===== src/rtl/core/latency_histogram_percentile_defines.svh =====
// ----------------------------------------------------------------------------
// Assertion macros for the latency histogram block
// Clocked on clk, disabled while rst is high.
// ----------------------------------------------------------------------------
`ifndef LATENCY_HISTOGRAM_PERCENTILE_DEFINES_SVH
`define LATENCY_HISTOGRAM_PERCENTILE_DEFINES_SVH

// Same-cycle implication
`define LHP_ASSERT_IMPL(label, ante, cons) \
  label: assert property (@(posedge clk) disable iff (rst) (ante) |-> (cons)) \
    else $error("lhp: same-cycle check failed");

// Next-cycle implication
`define LHP_ASSERT_NEXT(label, ante, cons) \
  label: assert property (@(posedge clk) disable iff (rst) (ante) |=> (cons)) \
    else $error("lhp: next-cycle check failed");

`endif


===== src/rtl/core/lhp_pkg.sv =====
`timescale 1ns / 1ps
// ----------------------------------------------------------------------------
// lhp_pkg
// Shared widths, command codes and controller/datapath signal groups.
// ----------------------------------------------------------------------------
package lhp_pkg;

  localparam int CMD_W     = 2;
  localparam int BOUND_W   = 24;
  localparam int Q_W       = 17;
  localparam int Q_FRAC    = 16;
  localparam int BKT_W     = 4;
  localparam int PCT_W     = 25;
  localparam int CNT_W     = 32;
  localparam int SUM_W     = 48;
  localparam int CFG_IDX_W = 3;
  localparam int NUM_REGS  = 8;
  localparam int PROD_W    = CNT_W + Q_W;
  localparam int TGT_W     = PROD_W - Q_FRAC;
  // nine 32-bit counts summed
  localparam int CUM_W     = CNT_W + 4;

  localparam logic [CNT_W-1:0] CNT_MAX = '1;
  localparam logic [SUM_W-1:0] SUM_MAX = '1;
  localparam logic [Q_W-1:0]   Q_ONE   = Q_W'(1) << Q_FRAC;

  localparam logic [BOUND_W-1:0] BOUND_RESET [NUM_REGS] = '{
    24'd1, 24'd5, 24'd10, 24'd50, 24'd100, 24'd500, 24'd1000, 24'd5000
  };

  typedef enum logic [CMD_W-1:0] {
    CMD_RECORD = 2'd0,
    CMD_QUERY  = 2'd1,
    CMD_CLEAR  = 2'd2,
    CMD_NOP    = 2'd3
  } cmd_t;

  // controller -> datapath
  typedef struct packed {
    logic load;
    logic idx_clr;
    logic idx_inc;
    logic rec_commit;
    logic qry_start;
    logic cum_acc;
    logic pct_set;
    logic clear;
    logic out_load;
  } ctl_cmd_t;

  // datapath -> controller
  typedef struct packed {
    logic match;
    logic bound_last;
    logic reach;
    logic walk_last;
    logic empty;
  } dp_stat_t;

endpackage


===== src/rtl/core/lhp_if.sv =====
`timescale 1ns / 1ps
// ----------------------------------------------------------------------------
// lhp channel interfaces
// Sample/command input, result output and bound register write channels.
// ----------------------------------------------------------------------------

// Command and sample input channel
interface lhp_in_if;
  logic                        valid;
  logic                        ready;
  logic [lhp_pkg::CMD_W-1:0]   cmd;
  logic [lhp_pkg::BOUND_W-1:0] lat_ms;
  logic [lhp_pkg::Q_W-1:0]     quantile;

  modport source (output valid, cmd, lat_ms, quantile, input ready);
  modport sink   (input valid, cmd, lat_ms, quantile, output ready);
endinterface

// Result channel
interface lhp_out_if;
  logic                      valid;
  logic                      ready;
  logic [lhp_pkg::BKT_W-1:0] bucket_hit;
  logic [lhp_pkg::PCT_W-1:0] percentile_ms;
  logic [lhp_pkg::CNT_W-1:0] sample_count;
  logic [lhp_pkg::SUM_W-1:0] latency_sum;

  modport source (output valid, bucket_hit, percentile_ms, sample_count, latency_sum,
                  input ready);
  modport sink   (input valid, bucket_hit, percentile_ms, sample_count, latency_sum,
                  output ready);
endinterface

// Bound register write channel
interface lhp_cfg_if;
  logic                          valid;
  logic                          ready;
  logic [lhp_pkg::CFG_IDX_W-1:0] index;
  logic [lhp_pkg::BOUND_W-1:0]   data;

  modport source (output valid, index, data, input ready);
  modport sink   (input valid, index, data, output ready);
endinterface


===== src/rtl/core/lhp_ctrl.sv =====
`timescale 1ns / 1ps
// ----------------------------------------------------------------------------
// lhp_ctrl
// Sequencer: bound search for record, target walk for query, clear, and
// hand-off of the result beat to the output register.
// ----------------------------------------------------------------------------
module lhp_ctrl (
  input  logic                      clk,
  input  logic                      rst,
  input  logic                      in_valid,
  output logic                      in_ready,
  input  logic [lhp_pkg::CMD_W-1:0] cmd,
  output logic                      out_valid,
  input  logic                      out_ready,
  input  lhp_pkg::dp_stat_t         stat,
  output lhp_pkg::ctl_cmd_t         ctl
);

  typedef enum logic [2:0] {
    ST_IDLE,
    ST_REC_SEARCH,
    ST_REC_UPD,
    ST_QRY_MUL,
    ST_QRY_WALK,
    ST_CLEAR,
    ST_DONE
  } state_t;

  state_t state, state_next;
  logic   out_free;

  assign in_ready = (state == ST_IDLE);
  assign out_free = !out_valid || out_ready;

  // next state and datapath commands
  always_comb begin
    state_next = state;
    ctl        = '0;
    case (state)
      ST_IDLE: begin
        if (in_valid) begin
          ctl.load    = 1'b1;
          ctl.idx_clr = 1'b1;
          case (lhp_pkg::cmd_t'(cmd))
            lhp_pkg::CMD_RECORD: state_next = ST_REC_SEARCH;
            lhp_pkg::CMD_QUERY:  state_next = ST_QRY_MUL;
            lhp_pkg::CMD_CLEAR:  state_next = ST_CLEAR;
            default:             state_next = ST_DONE;
          endcase
        end
      end
      ST_REC_SEARCH: begin
        // one bound compared per cycle; no match past the last goes to overflow
        if (stat.match) begin
          state_next = ST_REC_UPD;
        end else if (stat.bound_last) begin
          ctl.idx_inc = 1'b1;
          state_next  = ST_REC_UPD;
        end else begin
          ctl.idx_inc = 1'b1;
        end
      end
      ST_REC_UPD: begin
        ctl.rec_commit = 1'b1;
        state_next     = ST_DONE;
      end
      ST_QRY_MUL: begin
        ctl.qry_start = 1'b1;
        state_next    = stat.empty ? ST_DONE : ST_QRY_WALK;
      end
      ST_QRY_WALK: begin
        ctl.cum_acc = 1'b1;
        if (stat.reach) begin
          ctl.pct_set = 1'b1;
          state_next  = ST_DONE;
        end else if (stat.walk_last) begin
          state_next = ST_DONE;
        end else begin
          ctl.idx_inc = 1'b1;
        end
      end
      ST_CLEAR: begin
        ctl.clear  = 1'b1;
        state_next = ST_DONE;
      end
      ST_DONE: begin
        if (out_free) begin
          ctl.out_load = 1'b1;
          state_next   = ST_IDLE;
        end
      end
      default: state_next = ST_IDLE;
    endcase
  end

  // state and output valid
  always_ff @(posedge clk) begin
    if (rst) begin
      state     <= ST_IDLE;
      out_valid <= 1'b0;
    end else begin
      state <= state_next;
      if (ctl.out_load) begin
        out_valid <= 1'b1;
      end else if (out_ready) begin
        out_valid <= 1'b0;
      end
    end
  end

endmodule


===== src/rtl/core/lhp_dp.sv =====
`timescale 1ns / 1ps
// ----------------------------------------------------------------------------
// lhp_dp
// Bound registers, bucket counters, totals, query target multiply,
// cumulative walk and the output register.
// ----------------------------------------------------------------------------
module lhp_dp #(
  parameter int NUM_BOUNDS = 8
) (
  input  logic                          clk,
  input  logic                          rst,
  input  lhp_pkg::ctl_cmd_t             ctl,
  output lhp_pkg::dp_stat_t             stat,
  input  logic                          cfg_we,
  input  logic [lhp_pkg::CFG_IDX_W-1:0] cfg_index,
  input  logic [lhp_pkg::BOUND_W-1:0]   cfg_data,
  input  logic [lhp_pkg::BOUND_W-1:0]   lat_ms,
  input  logic [lhp_pkg::Q_W-1:0]       quantile,
  output logic [lhp_pkg::BKT_W-1:0]     bucket_hit,
  output logic [lhp_pkg::PCT_W-1:0]     percentile_ms,
  output logic [lhp_pkg::CNT_W-1:0]     sample_count,
  output logic [lhp_pkg::SUM_W-1:0]     latency_sum
);

  localparam int IDX_W = $clog2(NUM_BOUNDS + 1);
  localparam int BND_W = (NUM_BOUNDS > 1) ? $clog2(NUM_BOUNDS) : 1;
  localparam logic [IDX_W-1:0] IDX_OVF  = IDX_W'(NUM_BOUNDS);
  localparam logic [IDX_W-1:0] IDX_LAST = IDX_W'(NUM_BOUNDS - 1);

  logic [lhp_pkg::BOUND_W-1:0] bounds [NUM_BOUNDS];
  logic [lhp_pkg::CNT_W-1:0]   counts [NUM_BOUNDS+1];
  logic [lhp_pkg::CNT_W-1:0]   total;
  logic [lhp_pkg::SUM_W-1:0]   sum;
  logic [lhp_pkg::BOUND_W-1:0] lat;
  logic [lhp_pkg::Q_W-1:0]     q;
  logic [IDX_W-1:0]            idx;
  logic [lhp_pkg::CUM_W-1:0]   cum;
  logic [lhp_pkg::TGT_W-1:0]   target;
  logic [lhp_pkg::BKT_W-1:0]   res_hit;
  logic [lhp_pkg::PCT_W-1:0]   res_pct;

  logic [lhp_pkg::BOUND_W-1:0] bound_sel;
  logic [lhp_pkg::CNT_W-1:0]   count_sel;
  logic [lhp_pkg::CUM_W-1:0]   cum_sum;
  logic [lhp_pkg::CNT_W-1:0]   count_bump;
  logic [lhp_pkg::CNT_W-1:0]   total_bump;
  logic [lhp_pkg::SUM_W:0]     sum_add;
  logic [lhp_pkg::SUM_W-1:0]   sum_sat;
  logic [lhp_pkg::PROD_W-1:0]  prod;

  // shared read port at the walk index
  assign bound_sel = bounds[idx[BND_W-1:0]];
  assign count_sel = counts[idx];
  assign cum_sum   = cum + lhp_pkg::CUM_W'(count_sel);

  // saturating updates
  assign count_bump = (count_sel == lhp_pkg::CNT_MAX) ? lhp_pkg::CNT_MAX
                                                      : count_sel + lhp_pkg::CNT_W'(1);
  assign total_bump = (total == lhp_pkg::CNT_MAX) ? lhp_pkg::CNT_MAX
                                                  : total + lhp_pkg::CNT_W'(1);
  assign sum_add    = {1'b0, sum} + (lhp_pkg::SUM_W + 1)'(lat);
  assign sum_sat    = sum_add[lhp_pkg::SUM_W] ? lhp_pkg::SUM_MAX
                                              : sum_add[lhp_pkg::SUM_W-1:0];

  // target = floor(count * p)
  assign prod = lhp_pkg::PROD_W'(total) * lhp_pkg::PROD_W'(q);

  // status
  assign stat.match      = (lat <= bound_sel);
  assign stat.bound_last = (idx == IDX_LAST);
  assign stat.reach      = (cum_sum >= lhp_pkg::CUM_W'(target));
  assign stat.walk_last  = (idx == IDX_OVF);
  assign stat.empty      = (total == '0);

  // bound registers
  always_ff @(posedge clk) begin
    if (rst) begin
      for (int i = 0; i < NUM_BOUNDS; i++) begin
        bounds[i] <= lhp_pkg::BOUND_RESET[i];
      end
    end else if (cfg_we) begin
      for (int i = 0; i < NUM_BOUNDS; i++) begin
        if (cfg_index == lhp_pkg::CFG_IDX_W'(i)) begin
          bounds[i] <= cfg_data;
        end
      end
    end
  end

  // histogram store and totals
  always_ff @(posedge clk) begin
    if (rst || ctl.clear) begin
      for (int i = 0; i <= NUM_BOUNDS; i++) begin
        counts[i] <= '0;
      end
      total <= '0;
      sum   <= '0;
    end else if (ctl.rec_commit) begin
      counts[idx] <= count_bump;
      total       <= total_bump;
      sum         <= sum_sat;
    end
  end

  // walk index
  always_ff @(posedge clk) begin
    if (rst) begin
      idx <= '0;
    end else if (ctl.idx_clr || ctl.qry_start) begin
      idx <= '0;
    end else if (ctl.idx_inc) begin
      idx <= idx + IDX_W'(1);
    end
  end

  // operands, query target, cumulative count and result
  always_ff @(posedge clk) begin
    if (ctl.load) begin
      lat     <= lat_ms;
      q       <= (quantile > lhp_pkg::Q_ONE) ? lhp_pkg::Q_ONE : quantile;
      res_hit <= '0;
      res_pct <= '0;
    end
    if (ctl.qry_start) begin
      target <= prod[lhp_pkg::PROD_W-1:lhp_pkg::Q_FRAC];
      cum    <= '0;
    end else if (ctl.cum_acc) begin
      cum <= cum_sum;
    end
    if (ctl.rec_commit) begin
      res_hit <= lhp_pkg::BKT_W'(idx);
    end
    if (ctl.pct_set) begin
      // overflow bucket reports twice the last bound
      res_pct <= (idx == IDX_OVF) ? {bounds[NUM_BOUNDS-1], 1'b0} : {1'b0, bound_sel};
    end
  end

  // output register
  always_ff @(posedge clk) begin
    if (ctl.out_load) begin
      bucket_hit    <= res_hit;
      percentile_ms <= res_pct;
      sample_count  <= total;
      latency_sum   <= sum;
    end
  end

endmodule


===== src/rtl/core/latency_histogram_percentile.sv =====
`timescale 1ns / 1ps
// ----------------------------------------------------------------------------
// latency_histogram_percentile
// Bucketed latency histogram with saturating counters and percentile query.
// ----------------------------------------------------------------------------
// Each input beat carries one command and yields exactly one result beat.
// A record scans the bounds one per cycle, then bumps its bucket and the
// totals. A query multiplies the count by p, then walks the bucket counts
// one per cycle; when no samples are held it skips the walk. The bound scan
// and the bucket walk share one index into the counter array, so one item is
// in work at a time; a finished result waits in the output register while
// the next beat is accepted. Bound writes are taken at any cycle (ready is
// always high); bound registers beyond NUM_BOUNDS are ignored.
// ----------------------------------------------------------------------------
`include "latency_histogram_percentile_defines.svh"

module latency_histogram_percentile #(
  parameter int NUM_BOUNDS = 8
) (
  input  logic       clk,
  input  logic       rst,
  lhp_in_if.sink     sample_in,
  lhp_out_if.source  result_out,
  lhp_cfg_if.sink    cfg
);

  lhp_pkg::ctl_cmd_t ctl_cmd;
  lhp_pkg::dp_stat_t dp_stat;
  logic              cfg_we;

  assign cfg.ready = 1'b1;
  assign cfg_we    = cfg.valid && cfg.ready;

  lhp_ctrl u_ctrl (
    .clk       (clk),
    .rst       (rst),
    .in_valid  (sample_in.valid),
    .in_ready  (sample_in.ready),
    .cmd       (sample_in.cmd),
    .out_valid (result_out.valid),
    .out_ready (result_out.ready),
    .stat      (dp_stat),
    .ctl       (ctl_cmd)
  );

  lhp_dp #(
    .NUM_BOUNDS (NUM_BOUNDS)
  ) u_dp (
    .clk           (clk),
    .rst           (rst),
    .ctl           (ctl_cmd),
    .stat          (dp_stat),
    .cfg_we        (cfg_we),
    .cfg_index     (cfg.index),
    .cfg_data      (cfg.data),
    .lat_ms        (sample_in.lat_ms),
    .quantile      (sample_in.quantile),
    .bucket_hit    (result_out.bucket_hit),
    .percentile_ms (result_out.percentile_ms),
    .sample_count  (result_out.sample_count),
    .latency_sum   (result_out.latency_sum)
  );

  // output register is never loaded over an untaken result
  `LHP_ASSERT_IMPL(a_no_overwrite, ctl_cmd.out_load, !result_out.valid || result_out.ready)
  // one item in work at a time
  `LHP_ASSERT_NEXT(a_one_in_work, sample_in.valid && sample_in.ready, !sample_in.ready)
  // a result carries a bucket or a percentile, never both
  `LHP_ASSERT_IMPL(a_hit_xor_pct, result_out.valid && result_out.bucket_hit != '0,
                   result_out.percentile_ms == '0)

endmodule

===== src/flat_wrapper.sv =====
// flat-port wrapper written by rule: the top's interface ports become plain ports
module latency_histogram_percentile_flat 
#(
  parameter int NUM_BOUNDS = 8
)
  (clk, rst, sample_in_valid, sample_in_cmd, sample_in_lat_ms, sample_in_quantile, sample_in_ready, result_out_valid, result_out_bucket_hit, result_out_percentile_ms, result_out_sample_count, result_out_latency_sum, result_out_ready, cfg_valid, cfg_index, cfg_data, cfg_ready);
  lhp_in_if sample_in_i ();
  lhp_out_if result_out_i ();
  lhp_cfg_if cfg_i ();
  input  logic clk;
  input  logic rst;
  input wire logic [$bits(sample_in_i.valid)-1:0] sample_in_valid;
  input wire logic [$bits(sample_in_i.cmd)-1:0] sample_in_cmd;
  input wire logic [$bits(sample_in_i.lat_ms)-1:0] sample_in_lat_ms;
  input wire logic [$bits(sample_in_i.quantile)-1:0] sample_in_quantile;
  output wire logic [$bits(sample_in_i.ready)-1:0] sample_in_ready;
  output wire logic [$bits(result_out_i.valid)-1:0] result_out_valid;
  output wire logic [$bits(result_out_i.bucket_hit)-1:0] result_out_bucket_hit;
  output wire logic [$bits(result_out_i.percentile_ms)-1:0] result_out_percentile_ms;
  output wire logic [$bits(result_out_i.sample_count)-1:0] result_out_sample_count;
  output wire logic [$bits(result_out_i.latency_sum)-1:0] result_out_latency_sum;
  input wire logic [$bits(result_out_i.ready)-1:0] result_out_ready;
  input wire logic [$bits(cfg_i.valid)-1:0] cfg_valid;
  input wire logic [$bits(cfg_i.index)-1:0] cfg_index;
  input wire logic [$bits(cfg_i.data)-1:0] cfg_data;
  output wire logic [$bits(cfg_i.ready)-1:0] cfg_ready;
  assign sample_in_i.valid = sample_in_valid;
  assign sample_in_i.cmd = sample_in_cmd;
  assign sample_in_i.lat_ms = sample_in_lat_ms;
  assign sample_in_i.quantile = sample_in_quantile;
  assign sample_in_ready = sample_in_i.ready;
  assign result_out_valid = result_out_i.valid;
  assign result_out_bucket_hit = result_out_i.bucket_hit;
  assign result_out_percentile_ms = result_out_i.percentile_ms;
  assign result_out_sample_count = result_out_i.sample_count;
  assign result_out_latency_sum = result_out_i.latency_sum;
  assign result_out_i.ready = result_out_ready;
  assign cfg_i.valid = cfg_valid;
  assign cfg_i.index = cfg_index;
  assign cfg_i.data = cfg_data;
  assign cfg_ready = cfg_i.ready;
  latency_histogram_percentile #(.NUM_BOUNDS(NUM_BOUNDS)) u_core (.clk(clk), .rst(rst), .sample_in(sample_in_i), .result_out(result_out_i), .cfg(cfg_i));
endmodule

===== config.mk =====
export PLATFORM = sky130hd
export DESIGN_NAME = latency_histogram_percentile_flat
export DESIGN_NICKNAME = d
export VERILOG_FILES = /design/src/rtl/core/lhp_pkg.sv /design/src/rtl/core/lhp_if.sv /design/src/rtl/core/lhp_ctrl.sv /design/src/rtl/core/lhp_dp.sv /design/src/rtl/core/latency_histogram_percentile.sv /design/src/flat_wrapper.sv
export VERILOG_INCLUDE_DIRS = /design/src /design/src/rtl/core
export SDC_FILE = /design/constraint.sdc
export NUM_CORES = 2
export LEC_CHECK = 0
export BUFFER_PORTS_ARGS = -buffer_cell sky130_fd_sc_hd__buf_4
export CORE_ASPECT_RATIO = 2
export CORE_MARGIN = 1.5
export CORE_UTILIZATION = 42
export CTS_CLUSTER_SIZE = 25
export DETAILED_ROUTE_END_ITERATION = 12
export PLACE_DENSITY = 0.53
export REMOVE_ABC_BUFFERS = 1
export SYNTH_ARGS = -nofsm -noshare
export SYNTH_HDL_FRONTEND = slang
export SYNTH_SLANG_ARGS = --single-unit

===== constraint.sdc =====
create_clock -name clk -period 10 [get_ports clk]
set_clock_uncertainty 0.2 [all_clocks]
set_input_delay 0 -clock clk [delete_from_list [all_inputs] [get_ports clk]]
set_output_delay 0 -clock clk [all_outputs]
set_load 0.03 [all_outputs]

==> impl_results.rst <==
.. list-table::
   :header-rows: 1

   * - Metric
     - Value
   * - H-tree levels
     - 3
   * - Setup crit end kind
     - flop
   * - Post-layout utilization of the core
     - 0.478
   * - Vias per cell
     - 5.56
   * - Wire length of the first global-routing pass
     - 294 mm
   * - Category of the worst setup path launch point
     - flop
   * - Initial DRT Pass Iterations
     - 5
   * - Area of all placed cells without fillers
     - 72300 µm²
   * - Cells after Synth
     - 5342
   * - Max cap viols
     - 0
   * - Peak clock frequency supported by timing
     - 119 MHz
   * - Width of the die
     - 279 µm
   * - Worst-Skew Late Latency
     - 0.73 ns
   * - Maximum number of pins on one net before global-route repair
     - 70
   * - Setup TNS after final layout
     - 0 ns
   * - Mean instance size in the synthesized netlist
     - 12.0 µm²
   * - Total of fill cells in the finished design
     - 13700
   * - Total number of vias
     - 42500
   * - Count of endpoints failing setup in the final report
     - 0
   * - Number of synthesis warnings
     - 0
   * - Number of design rule violations left after detail routing
     - 0
   * - Total cell area at the placement stage
     - 67600 µm²
   * - Sequential cell area fraction in the yosys report
     - 0.470
   * - Max Transition Viols Final
     - 0
   * - Number of failing hold endpoints at the final stage
     - 0
   * - Number of placed I/O pins
     - 187
   * - Die height
     - 555 µm
   * - CTS Root Buffer Type
     - clkbuf_16
   * - Number of global-route vias before repair
     - 46000
   * - Ys flop type
     - edfxtp_1
   * - Worst-Margin Slew
     - 1.18 ns
   * - Static Leak
     - 29.2 nW
   * - Worst setup slack after layout
     - 1.60 ns
   * - Starting density of the core
     - 0.422
   * - Synthesis-to-layout area growth
     - 13.1%
   * - Power share of the sequential group
     - 0.397
   * - Clock Pin Slew Worst Setup and Hold Paths
     - 0.07 ns
   * - Clock group share of total power
     - 0.267
   * - Max VDD drop
     - 0.000196 V
   * - Worst hold path type
     - in2reg
   * - Share of final-layout standard cells stronger than drive strength 1
     - 0.137
   * - Pre-CTS setup slack
     - 1.62 ns
   * - Required arrival time at the worst endpoint
     - 10.22 ns
   * - Detail Route Antenna Nets
     - 0
   * - Worst slew margin
     - 0.191
   * - Largest area contributor in the netlist
     - edfxtp_1
   * - Final Power
     - 14.6 mW
   * - Gr ovfl total
     - 0
   * - Proportion of netlist area held by the largest area contributor
     - 0.430
   * - Most instantiated cells after synthesis
     - edfxtp_1, inv_1, nand2_1
   * - Average wire length per cell after detail routing
     - 26.0 µm
   * - Final cell count without fillers
     - 7649
   * - Unrepaired setup endpoints after global routing
     - false
   * - Number of sinks on the clock net
     - 1044
   * - Number of synthesized flops with an enable pin
     - 916
   * - Final-stage net count
     - 6392
   * - Switching power summed over all nets
     - 5.23 mW
   * - Standard cell core area
     - 151000 µm²
   * - Number of violations reported at the end of detailed-routing iteration 0
     - 2447
   * - Total wire length after detailed routing
     - 199 mm
   * - Number of rows in the core area
     - 202
   * - Instance count after placement with tap cells included
     - 7318
   * - I/O Buffers
     - 185
   * - Hold Worst Slack
     - 0.0354 ns
   * - Hold_buf cts
     - 148
   * - Post-CTS sizing
     - 0
   * - Critical path fanouts, max
     - 40
   * - FFs w/ async S/R, synth
     - 0
   * - Area of the mapped netlist
     - 64000 µm²
   * - CTS tree
     - built
   * - Data arrival time at the worst-slack endpoint
     - 8.62 ns
   * - Routability Congestion
     - 0.915
   * - Half-perimeter wire length after detailed placement
     - 141 mm
   * - Number of synthesized register bits
     - 1044
   * - Shortest clock period the worst path allows after layout
     - 8.40 ns
   * - Combinational fraction of design power
     - 0.336
   * - Maximum root-to-sink buffer count
     - 3
   * - Outcome
     - complete, no violations
   * - Setup repair bufs after CTS
     - 0
   * - Count of unique library cells instantiated by Yosys
     - 89
   * - Final critical-path share of the clock period
     - 0.840
   * - Total GRT Usage
     - 0.259
   * - Fraction of power spent switching nets
     - 0.359
   * - Number of antenna violations at the first check in global routing
     - 1
   * - Number of clock buffers inserted by TritonCTS
     - 97
   * - Cell internal power dissipation
     - 9.34 mW
   * - Critical path class
     - reg2reg
   * - Leading cell types by total area after synthesis
     - edfxtp_1, fa_1, mux4_2, ha_1, dfxtp_1
   * - Pwr/cell area
     - 201 nW/µm²
   * - Area of the die
     - 155000 µm²
   * - Cell with the most instances after synthesis
     - edfxtp_1
layout make-up:
cell class	instances	area [µm²]	area share
inverter	697	2620	0.0362
sequential	1044	30100	0.416
tap	1938	2420	0.0335
clock buffer	118	2580	0.0356
timing repair buffer	472	3950	0.0546
clock inverter	64	699	0.00967
antenna	1	2.50	0.0000346
multi-input combinational	3315	30000	0.415
cell families (layout without fill, tap and decap cells):
kind of cell	after synthesis	after routing	share of synthesized area
muxes	255	255	0.0802
buffers and inverters	983	1351	0.0624
DFF	1044	1044	0.470
AOI/OAI and AO/OA	533	533	0.0541
xor gates and xnor gates	143	143	0.0197
other	1	2	0.0000586
and+or+nand+nor	1693	1693	0.126
adders and majority gates	690	690	0.188
power groups by stage:
stage	combinational, mW	sequential, mW	clock [mW]
2_1_floorplan	3.15	5.95	0
3_3_place_gp	4.81	5.88	0
3_5_place_dp	4.85	5.87	0
4_1_cts	4.93	5.79	3.96
5_1_grt	5.29	5.83	4.11
6_report	4.89	5.79	3.89
placed cells by master (no fill, tap or decap), drive strengths merged, types with 18 or more instances in the layout:
master and count:
edfxtp 916, inv 705, nor2 572, nand2 569
fa 449, buf 324, ha 241, mux4 201
and2 184, a21oi 170, dlygate4sd3 148, dfxtp 128
clkbuf 118, o21ai 98, xnor2 77, nand3 75
xor2 66, a21o 61, nand4 51, mux2i 48
nor3 48, a211oi 43, clkinv 42, nand2b 36
nor2b 32, a31oi 25, or3 23, and3 23
nor4 23, o21a 20, o21bai 18
per-layer routing:
layer,global-route usage,up-vias,routed length (µm)
met2,0.511,1220,112000
li1,-,18800,-
met4,0.154,0,13400
met5,0,-,0
met3,0.0283,512,7840
met1,0.256,22100,65200
registers in the layout, indices dropped and copies added (netlist names), 17 cells and up, named ones only:
| register | count |
|---|---|
| u_core.u_dp.total | 32 |
| u_core.u_dp.sum | 48 |
| u_core.u_dp.counts | 512 |
| u_core.u_dp.target | 33 |
| u_core.u_dp.sample_count | 32 |
| u_core.u_dp.latency_sum | 48 |
| u_core.u_dp.q | 17 |
| u_core.u_dp.res_pct | 25 |
| u_core.u_dp.cum | 36 |
| u_core.u_dp.percentile_ms | 25 |
| u_core.u_dp.bounds | 192 |
| u_core.u_dp.lat | 24 |
path summary, 6_finish.rpt:
kind                                             start                                     end  slack, ns  depth (start not counted)
setup / recovery                                  flop   u_core.u_dp.res_pct[16]$_SDFFCE_PN0P_       1.60                         23
hold / removal                             cfg_data[3]  u_core.u_dp.bounds[5][3]$_SDFFCE_PN0P_       0.04                          3
hold reg to reg   u_core.u_dp.res_hit[0]$_SDFFCE_PN0P_     u_core.u_dp.bucket_hit[0]$_DFFE_PP_       0.24                          0
setup reg to reg                                  flop   u_core.u_dp.res_pct[16]$_SDFFCE_PN0P_       1.60                         23
worst max-delay path: stages, from the launching register on:
cell and delay, ns:
dfxtp_4 0.96, buf_12 0.29, mux4_2 0.52, mux4_2 0.61, ha_1 0.39, a21oi_1 0.21, nor3b_1 0.10, o311ai_0 0.71
a31oi_1 0.32, a31oi_1 0.33, o21bai_1 0.10, a21oi_1 0.19, xnor2_1 0.11, ha_1 0.21, a21oi_1 0.13, o21ai_0 0.27
a221oi_1 0.63, nand4_1 0.19, a31oi_1 0.22, o311ai_0 0.25, a21oi_1 0.20, a21o_1 0.45, buf_4 0.35, a211oi_1 0.09
Power figures use the tool's default switching activity.
